## src/hdl/sdm_pkg.sv

```systemverilog
// types and constants shared by the stereo downmix unit and its checker
`timescale 1ns / 1ps

package sdm_pkg;

   typedef enum logic [1:0] {
      MODE_LEFT  = 2'd0,
      MODE_RIGHT = 2'd1,
      MODE_MEAN  = 2'd2,
      MODE_RMS   = 2'd3
   } mix_mode_type;

   typedef struct packed {
      logic signed [15:0] left_sample;
      logic signed [15:0] right_sample;
      logic               block_end;
   } req_beat_type;

   typedef struct packed {
      logic signed [15:0] mono_sample;
      logic               block_end_out;
   } rsp_beat_type;

   localparam int SAMPLE_W    = 16;
   localparam int ROOT_W      = 16;
   localparam int RAD_W       = 2 * ROOT_W;
   localparam int REM_W       = ROOT_W + 3;
   localparam int SQRT_STAGES = ROOT_W / 2;
   // input, square, sum, root stages, output
   localparam int PIPE_LATENCY = SQRT_STAGES + 4;

endpackage

```

## src/hdl/stereo_downmix_unit.sv

```systemverilog
// stereo downmix unit: left, right, mean or signed rms of each stereo pair
`timescale 1ns / 1ps

// Takes one stereo pair on every cycle that start is high; busy is never raised and
// the result stream cannot be held off. Each result appears on rsp_data, marked by
// rsp_strobe, in order, one per cycle at full rate. The latency is set by the integer
// square root, eight stages of two root bits each, plus input, square, sum and output
// registers. The mode is sampled with each pair, so write csr_data only while no pair
// is in flight; csr_ready is always high.
module stereo_downmix_unit (
   input  logic                 clock,
   input  logic                 reset,
   input  logic                 start,
   output logic                 busy,
   input  sdm_pkg::req_beat_type req_data,
   output logic                 rsp_strobe,
   output sdm_pkg::rsp_beat_type rsp_data,
   input  logic                 csr_valid,
   output logic                 csr_ready,
   input  logic [1:0]           csr_data
);
   import sdm_pkg::*;

   mix_mode_type mix_mode_ff;

   logic         a_valid_ff;
   req_beat_type a_req_ff;
   mix_mode_type a_mode_ff;

   logic                       b_valid_ff;
   logic        [RAD_W-1:0]    b_sql_ff;
   logic        [RAD_W-1:0]    b_sqr_ff;
   logic        [SAMPLE_W-1:0] b_res_in;
   logic        [SAMPLE_W-1:0] b_res_ff;
   logic                       b_neg_ff;
   logic                       b_rms_ff;
   logic                       b_be_ff;
   logic signed [SAMPLE_W:0]   a_sum;
   logic signed [SAMPLE_W:0]   a_half;
   logic signed [RAD_W-1:0]    a_sql;
   logic signed [RAD_W-1:0]    a_sqr;
   logic        [RAD_W-1:0]    b_sqsum;

   logic                valid_ff [0:SQRT_STAGES];
   logic [RAD_W-1:0]    rad_ff   [0:SQRT_STAGES];
   logic [REM_W-1:0]    rem_ff   [0:SQRT_STAGES];
   logic [ROOT_W-1:0]   root_ff  [0:SQRT_STAGES];
   logic [SAMPLE_W-1:0] res_ff   [0:SQRT_STAGES];
   logic                neg_ff   [0:SQRT_STAGES];
   logic                rms_ff   [0:SQRT_STAGES];
   logic                be_ff    [0:SQRT_STAGES];

   logic [RAD_W-1:0]  rad_in  [1:SQRT_STAGES];
   logic [REM_W-1:0]  rem_in  [1:SQRT_STAGES];
   logic [ROOT_W-1:0] root_in [1:SQRT_STAGES];

   logic                out_valid_ff;
   rsp_beat_type        out_beat_ff;
   logic [SAMPLE_W-1:0] out_mono_in;
   logic [ROOT_W-1:0]   root_fin;

   assign busy      = 1'b0;
   assign csr_ready = 1'b1;

   always_ff @(posedge clock) begin
      if (reset) begin
         mix_mode_ff <= MODE_MEAN;
      end else if (csr_valid && csr_ready) begin
         mix_mode_ff <= mix_mode_type'(csr_data);
      end
   end

   // control: valid bits
   always_ff @(posedge clock) begin
      if (reset) begin
         a_valid_ff   <= 1'b0;
         b_valid_ff   <= 1'b0;
         out_valid_ff <= 1'b0;
         for (int k = 0; k <= SQRT_STAGES; k++) begin
            valid_ff[k] <= 1'b0;
         end
      end else begin
         a_valid_ff   <= start && !busy;
         b_valid_ff   <= a_valid_ff;
         valid_ff[0]  <= b_valid_ff;
         for (int k = 1; k <= SQRT_STAGES; k++) begin
            valid_ff[k] <= valid_ff[k-1];
         end
         out_valid_ff <= valid_ff[SQRT_STAGES];
      end
   end

   // stage b: squares and the simple modes
   always_comb begin
      a_sum  = {a_req_ff.left_sample[SAMPLE_W-1], a_req_ff.left_sample}
             + {a_req_ff.right_sample[SAMPLE_W-1], a_req_ff.right_sample};
      a_half = (a_sum + {{SAMPLE_W{1'b0}}, a_sum[SAMPLE_W]}) >>> 1;
      a_sql  = RAD_W'(a_req_ff.left_sample) * RAD_W'(a_req_ff.left_sample);
      a_sqr  = RAD_W'(a_req_ff.right_sample) * RAD_W'(a_req_ff.right_sample);
      case (a_mode_ff)
         MODE_LEFT:  b_res_in = a_req_ff.left_sample;
         MODE_RIGHT: b_res_in = a_req_ff.right_sample;
         MODE_MEAN:  b_res_in = a_half[SAMPLE_W-1:0];
         default:    b_res_in = '0;
      endcase
   end

   assign b_sqsum = b_sql_ff + b_sqr_ff;

   // root stages, two result bits each
   always_comb begin
      logic [REM_W-1:0]  rem;
      logic [REM_W-1:0]  trial;
      logic [RAD_W-1:0]  rad;
      logic [ROOT_W-1:0] root;
      for (int k = 1; k <= SQRT_STAGES; k++) begin
         rem  = rem_ff[k-1];
         rad  = rad_ff[k-1];
         root = root_ff[k-1];
         for (int j = 0; j < 2; j++) begin
            rem   = {rem[REM_W-3:0], rad[RAD_W-1:RAD_W-2]};
            rad   = {rad[RAD_W-3:0], 2'b00};
            trial = {1'b0, root, 2'b01};
            if (rem >= trial) begin
               rem  = rem - trial;
               root = {root[ROOT_W-2:0], 1'b1};
            end else begin
               root = {root[ROOT_W-2:0], 1'b0};
            end
         end
         rem_in[k]  = rem;
         rad_in[k]  = rad;
         root_in[k] = root;
      end
   end

   always_comb begin
      root_fin = root_ff[SQRT_STAGES];
      if (!rms_ff[SQRT_STAGES]) begin
         out_mono_in = res_ff[SQRT_STAGES];
      end else if (neg_ff[SQRT_STAGES]) begin
         out_mono_in = ~root_fin + 1'b1;
      end else begin
         out_mono_in = root_fin;
      end
   end

   // payload
   always_ff @(posedge clock) begin
      a_req_ff  <= req_data;
      a_mode_ff <= mix_mode_ff;

      b_sql_ff <= a_sql;
      b_sqr_ff <= a_sqr;
      b_res_ff <= b_res_in;
      b_neg_ff <= a_sum[SAMPLE_W];
      b_rms_ff <= (a_mode_ff == MODE_RMS);
      b_be_ff  <= a_req_ff.block_end;

      rad_ff[0]  <= {1'b0, b_sqsum[RAD_W-1:1]};
      rem_ff[0]  <= '0;
      root_ff[0] <= '0;
      res_ff[0]  <= b_res_ff;
      neg_ff[0]  <= b_neg_ff;
      rms_ff[0]  <= b_rms_ff;
      be_ff[0]   <= b_be_ff;
      for (int k = 1; k <= SQRT_STAGES; k++) begin
         rad_ff[k]  <= rad_in[k];
         rem_ff[k]  <= rem_in[k];
         root_ff[k] <= root_in[k];
         res_ff[k]  <= res_ff[k-1];
         neg_ff[k]  <= neg_ff[k-1];
         rms_ff[k]  <= rms_ff[k-1];
         be_ff[k]   <= be_ff[k-1];
      end

      out_beat_ff.mono_sample   <= out_mono_in;
      out_beat_ff.block_end_out <= be_ff[SQRT_STAGES];
   end

   assign rsp_strobe = out_valid_ff;
   assign rsp_data   = out_beat_ff;

endmodule

```

## config.mk

```make
export PLATFORM = sky130hd
export DESIGN_NAME = stereo_downmix_unit
export DESIGN_NICKNAME = d
export VERILOG_FILES = /design/src/hdl/sdm_pkg.sv /design/src/hdl/stereo_downmix_unit.sv
export SDC_FILE = /design/constraint.sdc
export NUM_CORES = 2
export LEC_CHECK = 0
export ABC_AREA = 1
export BUFFER_PORTS_ARGS = -buffer_cell sky130_fd_sc_hd__clkbuf_2
export CELL_PAD_IN_SITES_DETAIL_PLACEMENT = 1
export CELL_PAD_IN_SITES_GLOBAL_PLACEMENT = 1
export CORE_MARGIN = 5
export CORE_UTILIZATION = 45
export CTS_CLUSTER_DIAMETER = 150
export DETAILED_ROUTE_END_ITERATION = 8
export PLACE_DENSITY_LB_ADDON = 0.1
export SLEW_MARGIN = 20
export SYNTH_ARGS = -nofsm -noshare
export SYNTH_HDL_FRONTEND = slang
export SYNTH_SLANG_ARGS = --single-unit
```

## constraint.sdc

```tcl
create_clock -name clock -period 6 [get_ports clock]
set_input_delay 0.6 -clock clock [delete_from_list [all_inputs] [get_ports clock]]
set_output_delay 0.6 -clock clock [all_outputs]
set_load 0.02 [all_outputs]
```

-- Word-level counts from Yosys, hierarchy flattened
Memories as Yosys holds them, arrays and structs flattened. A register that Yosys moved wholly into a read port is not among the register bits.
Index checks and enable logic that the tools add are counted.
- bits in registers: 138
- bits in latches: 0
- output and inout bits: 20
- memory bits (writable): 783
- input port bits: 39
- memories kept: 8
- ROM bits: 0
- multipliers: 2
- bitwise operators: 10
- reduce and logical (&&, ||, !) cells: 1
- equal/unequal tests: 3
- shift operators: 0
- div/mod/pow operators: 0
- muxes and demuxes: 47
- magnitude comparators: 16
- add/sub/neg operators: 20
- memory list (name ; words ; bits a word ; read ports ; clocked after Yosys merged registers in ; write ports ; RTL line ; source):
    rad_ff ; 9 ; 32 ; 8 ; 0 ; 9 ; stereo_downmix_unit.sv:45 ; logic [RAD_W-1:0] rad_ff [0:SQRT_STAGES];
    rem_ff ; 9 ; 19 ; 8 ; 0 ; 9 ; stereo_downmix_unit.sv:46 ; logic [REM_W-1:0] rem_ff [0:SQRT_STAGES];
    res_ff ; 9 ; 16 ; 9 ; 0 ; 9 ; stereo_downmix_unit.sv:48 ; logic [SAMPLE_W-1:0] res_ff [0:SQRT_STAGES];
    root_ff ; 9 ; 16 ; 9 ; 0 ; 9 ; stereo_downmix_unit.sv:47 ; logic [ROOT_W-1:0] root_ff [0:SQRT_STAGES];
    be_ff ; 9 ; 1 ; 9 ; 1 ; 9 ; stereo_downmix_unit.sv:51 ; logic be_ff [0:SQRT_STAGES];
    neg_ff ; 9 ; 1 ; 9 ; 0 ; 9 ; stereo_downmix_unit.sv:49 ; logic neg_ff [0:SQRT_STAGES];
    +2 memories ; -- ; -- ; -- ; -- ; -- ; -- ;
- operators by type and width (cell ; number):
    $ge 19x18->1 ; 16
    $mux 19 ; 8
    $sub 19x18->19 ; 8
    $mux 17 ; 8
    $sub 17x17->17 ; 8
    $mul 16x16->32 ; 2
    $pmux 16 s3 ; 1
    $add 32x32->32 ; 1
    $mux 16 ; 2
    $mux 1 ; 28
    $add 16x16->17 ; 1
    $add 17x1->17 ; 1
    $add 16x1->16 const B ; 1
    $not 16->16 ; 1
    $or 1x1->1 ; 9
    $eq 2x2->1 const B ; 2
    $eq 2x1->1 const B ; 1
    $logic_not 2->1 ; 1

-- Logic depth before layout (Yosys ltp)
An unclocked memory read counts as a cell.
- depth in word-level cells: 5
- gate-level depth with buffers: 28

-- Worst setup path before layout
No wires, ideal clock.
- path kind: register -> register
- from: register a_req_ff[18] (netlist bit)
- to: register b_sql_ff[28]
- setup time: 0.072 ns
- clock period less this slack: 5.904 ns
- arrival time: 5.832 ns
- setup slack: 0.096 ns
- stages on the path, launching flop included: 22
- path through: dfxtp_1 -> clkbuf_1 -> clkbuf_1 -> nand2_1 -> inv_1 -> fa_1 -> fa_1 -> fa_1 -> fa_1 -> fa_1 -> inv_1 -> fa_1 -> inv_1 -> ha_1 -> nand2_1 -> nor4_1 -> o21ai_0 -> nand3_1 -> a31o_2 -> nand3_1 -> nand2_1 -> xor2_1
- cells in the longest elaborated chain, start to end: 1
- RTL lines (what ; RTL line ; source):
    start, declared ; stereo_downmix_unit.sv:27 ; req_beat_type a_req_ff;
    start signal, assigned ; stereo_downmix_unit.sv:150 ; a_req_ff <= req_data;
    $mul 16x16->32 ; stereo_downmix_unit.sv:98 ; a_sql = RAD_W'(a_req_ff.left_sample) * RAD_W'(a_req_ff.left_sample);
    named net a_sql[28] ; stereo_downmix_unit.sv:40 ; logic signed [RAD_W-1:0] a_sql;
    end signal, assigned ; stereo_downmix_unit.sv:153 ; b_sql_ff <= a_sql;
    end, declared ; stereo_downmix_unit.sv:31 ; logic [RAD_W-1:0] b_sql_ff;
The timed path passes the listed nets, and every way through them passes these cells.
A chain may end at the register's enable or synchronous reset.

-- Worst setup path after layout
- from: register a_req_ff[16] (netlist bit)
- to: register b_sqr_ff[30]
- cells in the longest elaborated chain, start to end: 1
- RTL lines (what ; RTL line ; source):
    $mul 16x16->32 ; stereo_downmix_unit.sv:99 ; a_sqr = RAD_W'(a_req_ff.right_sample) * RAD_W'(a_req_ff.right_sample);
    named net a_sqr[30] ; stereo_downmix_unit.sv:41 ; logic signed [RAD_W-1:0] a_sqr;
    end signal, assigned ; stereo_downmix_unit.sv:154 ; b_sqr_ff <= a_sqr;
    end, declared ; stereo_downmix_unit.sv:32 ; logic [RAD_W-1:0] b_sqr_ff;
The timed path passes the listed nets, and every way through them passes these cells.

==> summary.txt <==
Floorplanning
  – Ports: 59
  – Die ar.: 107200 um^2
  – Initial Util: 45.34%
  – Row count: between 100 and 150
  – Core area: 100000 um^2
  – Die Y-Extent: 327.4 um
  – Die Wd: 327.4 um

Synthesis
  – Main synth FF type: dfxtp_1
  – Post-synthesis simple-gate area fraction: 17.55%
  – Synth area leader: dfxtp_1
  – Syn Inst Count: approximately 5500
  – #FFs+latches synth: 640
  – Syn Std Cell Area: 45340 um^2
  – Yosys top cell area share: 28.26%
  – Netlist cell types: 65
  – Ys Warns: 0
  – Sequential-to-total area share from yosys stat: 28.26%
  – Multiplexer share of the synthesized area: 0%
  – XOR/XNOR Fraction of Synth Area: 4.926%
  – Compound-Gate Fraction of Synth Area: ~7.4%
  – Largest family of logic cells by synthesized area: adder cells
  – Avg Inst Size Synth: 8.270 um^2
  – Post-synth EDFFs: 0
  – Asr flop ratio synth: 0%
  – Fraction of the mapped netlist area in adder cells: 30.96%
  – Synth area leaders: dfxtp_1, fa_1, ha_1
  – Syn_nets: 6361

Clocking
  – CTS tree: built
  – Number of H-tree levels: 3
  – CTS buffer count: ~70
  – Clock sink count: 640
  – CTS clock-pin slew for the worst setup and hold paths: 0.06 ns
  – # hold bufs at CTS: 0
  – Later-pin clock latency in the skew report: 0.64 ns
  – Root Buffer: clkbuf_16
  – Max clock buf depth: 3

Route
  – Drt drc: 0
  – DRT iter0 DRCs: 1302
  – Drt first pass iters: 5
  – Routed WL per cell: 18.18 um
  – Via count: 34590
  – Drt via density: a little under 5
  – Antenna-violating nets left: 0
  – Routed WL: 126500 um

Run
  – MaxCap Viol Count: 0

Placed design
  – Post-DP Area: 47610 um^2
  – DP HPWL: ~110000 um
  – Gpl congestion: 0.8908
  – Buffers on Ports: 56

Setup path
  – FF-to-FF path depth: 23
  – WP depth: 23
  – Delay-heaviest family, CP: adder cells
  – CP max FO: 13
  – CP most frequent cell: inv_1
  – Worst R2R End: b_sqr_ff[30]
  – CP Data Required Time: 6.50 ns
  – CP arrival: 6.34 ns
  – Flop2flop setup slack: 0.17 ns
  – Worst Setup EP: b_sqr_ff[30]
  – Crit Path Category: reg -> reg
  – Launch point of the critical path: a_req_ff[16]
  – Crit-path slowest cell: fa_2
  – Startpoint types: flip-flop
  – CP Capture Type: flip-flop
  – Crit path cell chain: buf_12, nand2_1, inv_2, fa_2, fa_2, buf_4, buf_4, fa_1, inv_1, fa_1, inv_1, fa_1, inv_1, fa_1, inv_1, ha_1, nand2_1, nor2_2, inv_1, nor3_2, a211oi_2, o41ai_4, xor2_1
  – Worst r2r src: a_req_ff[16]
  – Crit path largest cell delay: 0.61 ns
  – CP bufs+invs: 9

Final layout
  – Final net count: 6482
  – Most common cell after layout, fill and taps aside: inv_1
  – Commonest non-fill, non-tap cells in the layout: inv_1, nand2_1, dfxtp_1
  – Filler cells: 12000
  – Storage element area: 12840 um^2
  – Area grow syn2layout: 10.96%
  – Design area: 50310 um^2
  – Multi-input gate area: 27760 um^2
  – Final core occ: 50.31%
  – Layout cells sized above 1: 8.114%

Worst hold path
  – Worst Hold Class: in -> reg

Global route
  – Vias in the first global route: 37970
  – Initial antenna violation count: 4
  – Total gr overflow: 0
  – First-pass GRT wire length: 203200 um
  – GRT Total Usage: a little under a quarter
  – Largest net degree at the start of global routing: 32

STA
  – Setup TNS Final: 0 ns
  – Relative slew slack: 50.14%
  – Fmax: ~0.17 GHz
  – Fin. max-slew vios: 0
  – RSZ-0062 raised after global routing: yes
  – Worst hold margin: approximately 0.066 ns
  – Fin. Hold Viols: 0
  – Layout Skew: 0.04993 ns
  – Tmin final: slightly below 6 ns
  – Final setup violating endpoints: 0
  – Final Cycle Share: 97.23%
  – Worst Max-Slew Pin Slew: about 0.75 ns

Status
  – Outcome: complete, no violations
metal layers:
layer | wire length (um) | track usage [%] | up-vias
met1 | 53940 | 28.64 | 16980
met2 | 65510 | 44.60 | 423
met3 | 3422 | 2.790 | 175
met4 | 3649 | 6.560 | 0
met5 | 0 | 0 | -
li1 | - | - | 17020
sequential cells by signal, indices dropped and copies added (netlist names):
name and count:
res_ff 144, rad_ff 143, rem_ff 107, root_ff 72
a_req_ff 33, b_sql_ff 31, b_sqr_ff 31, rsp_data 17
b_res_ff 16, be_ff 9, neg_ff 9, rms_ff 9
valid_ff 9, a_mode_ff 2, mix_mode_ff 2, a_valid_ff 1
b_be_ff 1, b_neg_ff 1, b_rms_ff 1, b_valid_ff 1
rsp_strobe 1
cell families (layout without fill, tap and decap cells):
logic type | after synthesis | after routing
AND/OR/NAND/NOR | 1860 | 1860
buffers and inverters | 1289 | 1464
adder cells (fa/ha/maj) | 840 | 840
XOR/XNOR | 255 | 255
flip-flops | 640 | 640
AO/OA/AOI/OAI | 596 | 596
other | 2 | 5
worst register-to-register path, cell delays in order, from the launching register on:
cell,delay (ns)
dfxtp_4,0.36
buf_12,0.15
nand2_1,0.08
inv_2,0.06
fa_2,0.61
fa_2,0.42
buf_4,0.19
buf_4,0.18
fa_1,0.49
inv_1,0.06
fa_1,0.61
inv_1,0.08
fa_1,0.48
inv_1,0.05
fa_1,0.47
inv_1,0.04
ha_1,0.33
nand2_1,0.13
nor2_2,0.07
inv_1,0.12
nor3_2,0.07
a211oi_2,0.30
o41ai_4,0.15
xor2_1,0.20
per-stage QoR:
| stage | instances | setup slack (ns) |
|---|---|---|
| 5_1_grt | 6955 | -0.08620 |
| 2_1_floorplan | 5482 | 0.09634 |
| 3_3_place_gp | 6827 | 0.1585 |
| 3_5_place_dp | 6827 | -0.0005418 |
| 4_1_cts | 6954 | 0.02757 |
| 6_report | 6958 | 0.1659 |
area by class of cell:
type,instances,share of cell area (%)
diodes,3,0.01492
clock inverters,35,0.8879
multi-input cells,3553,55.18
clock buffers,92,3.969
repair buffers,148,2.323
flip-flops and latches,640,25.52
inverters,1189,8.876
well taps,1298,3.228
what timing repair did:
action	in CTS	in global routing
pin swaps	0	7
cloned	0	1
endpoints found under the setup margin	1	23
buffers inserted	0	0
resized for setup	5	73
Yosys cell counts (7+ instances only):
cell      instances
a31o_2            7
o21ai_2           9
a21oi_1         228
inv_1          1159
nand4_1          44
nand2_2          25
o21a_1           10
a21oi_2          10
a31oi_1          15
buf_6             7
ha_1            370
nor2_1          285
nand3b_1         19
nand2_1        1144
fa_1            470
inv_2            28
o21ai_0         199
xnor2_1         100
a21o_1           17
nor3_1           46
a21boi_0          9
nand3_1         214
nor4_1           11
nor2_2            9
nand3_2          12
or2_2            10
o21bai_1         25
dfxtp_1         640
o21ai_1          35
clkbuf_1         80
xor2_1          155
worst min path at each step:
stage | from | endpoint | slack, ns | cells after the start
3_3_place_gp | a_req_ff[0] | b_be_ff | 0.31 | 0
3_5_place_dp | be_ff[4] | be_ff[5] | 0.31 | 0
4_1_cts | req_data[13] | a_req_ff[13] | 0.03 | 1
5_1_grt | req_data[16] | a_req_ff[16] | 0.02 | 1
6_report | req_data[16] | a_req_ff[16] | 0.07 | 1
2_1_floorplan | a_req_ff[0] | b_be_ff | 0.31 | 0
Power is left out: the tool's default activity adds up to more than one toggle a clock period on the data nets, which glitch-free logic cannot reach.
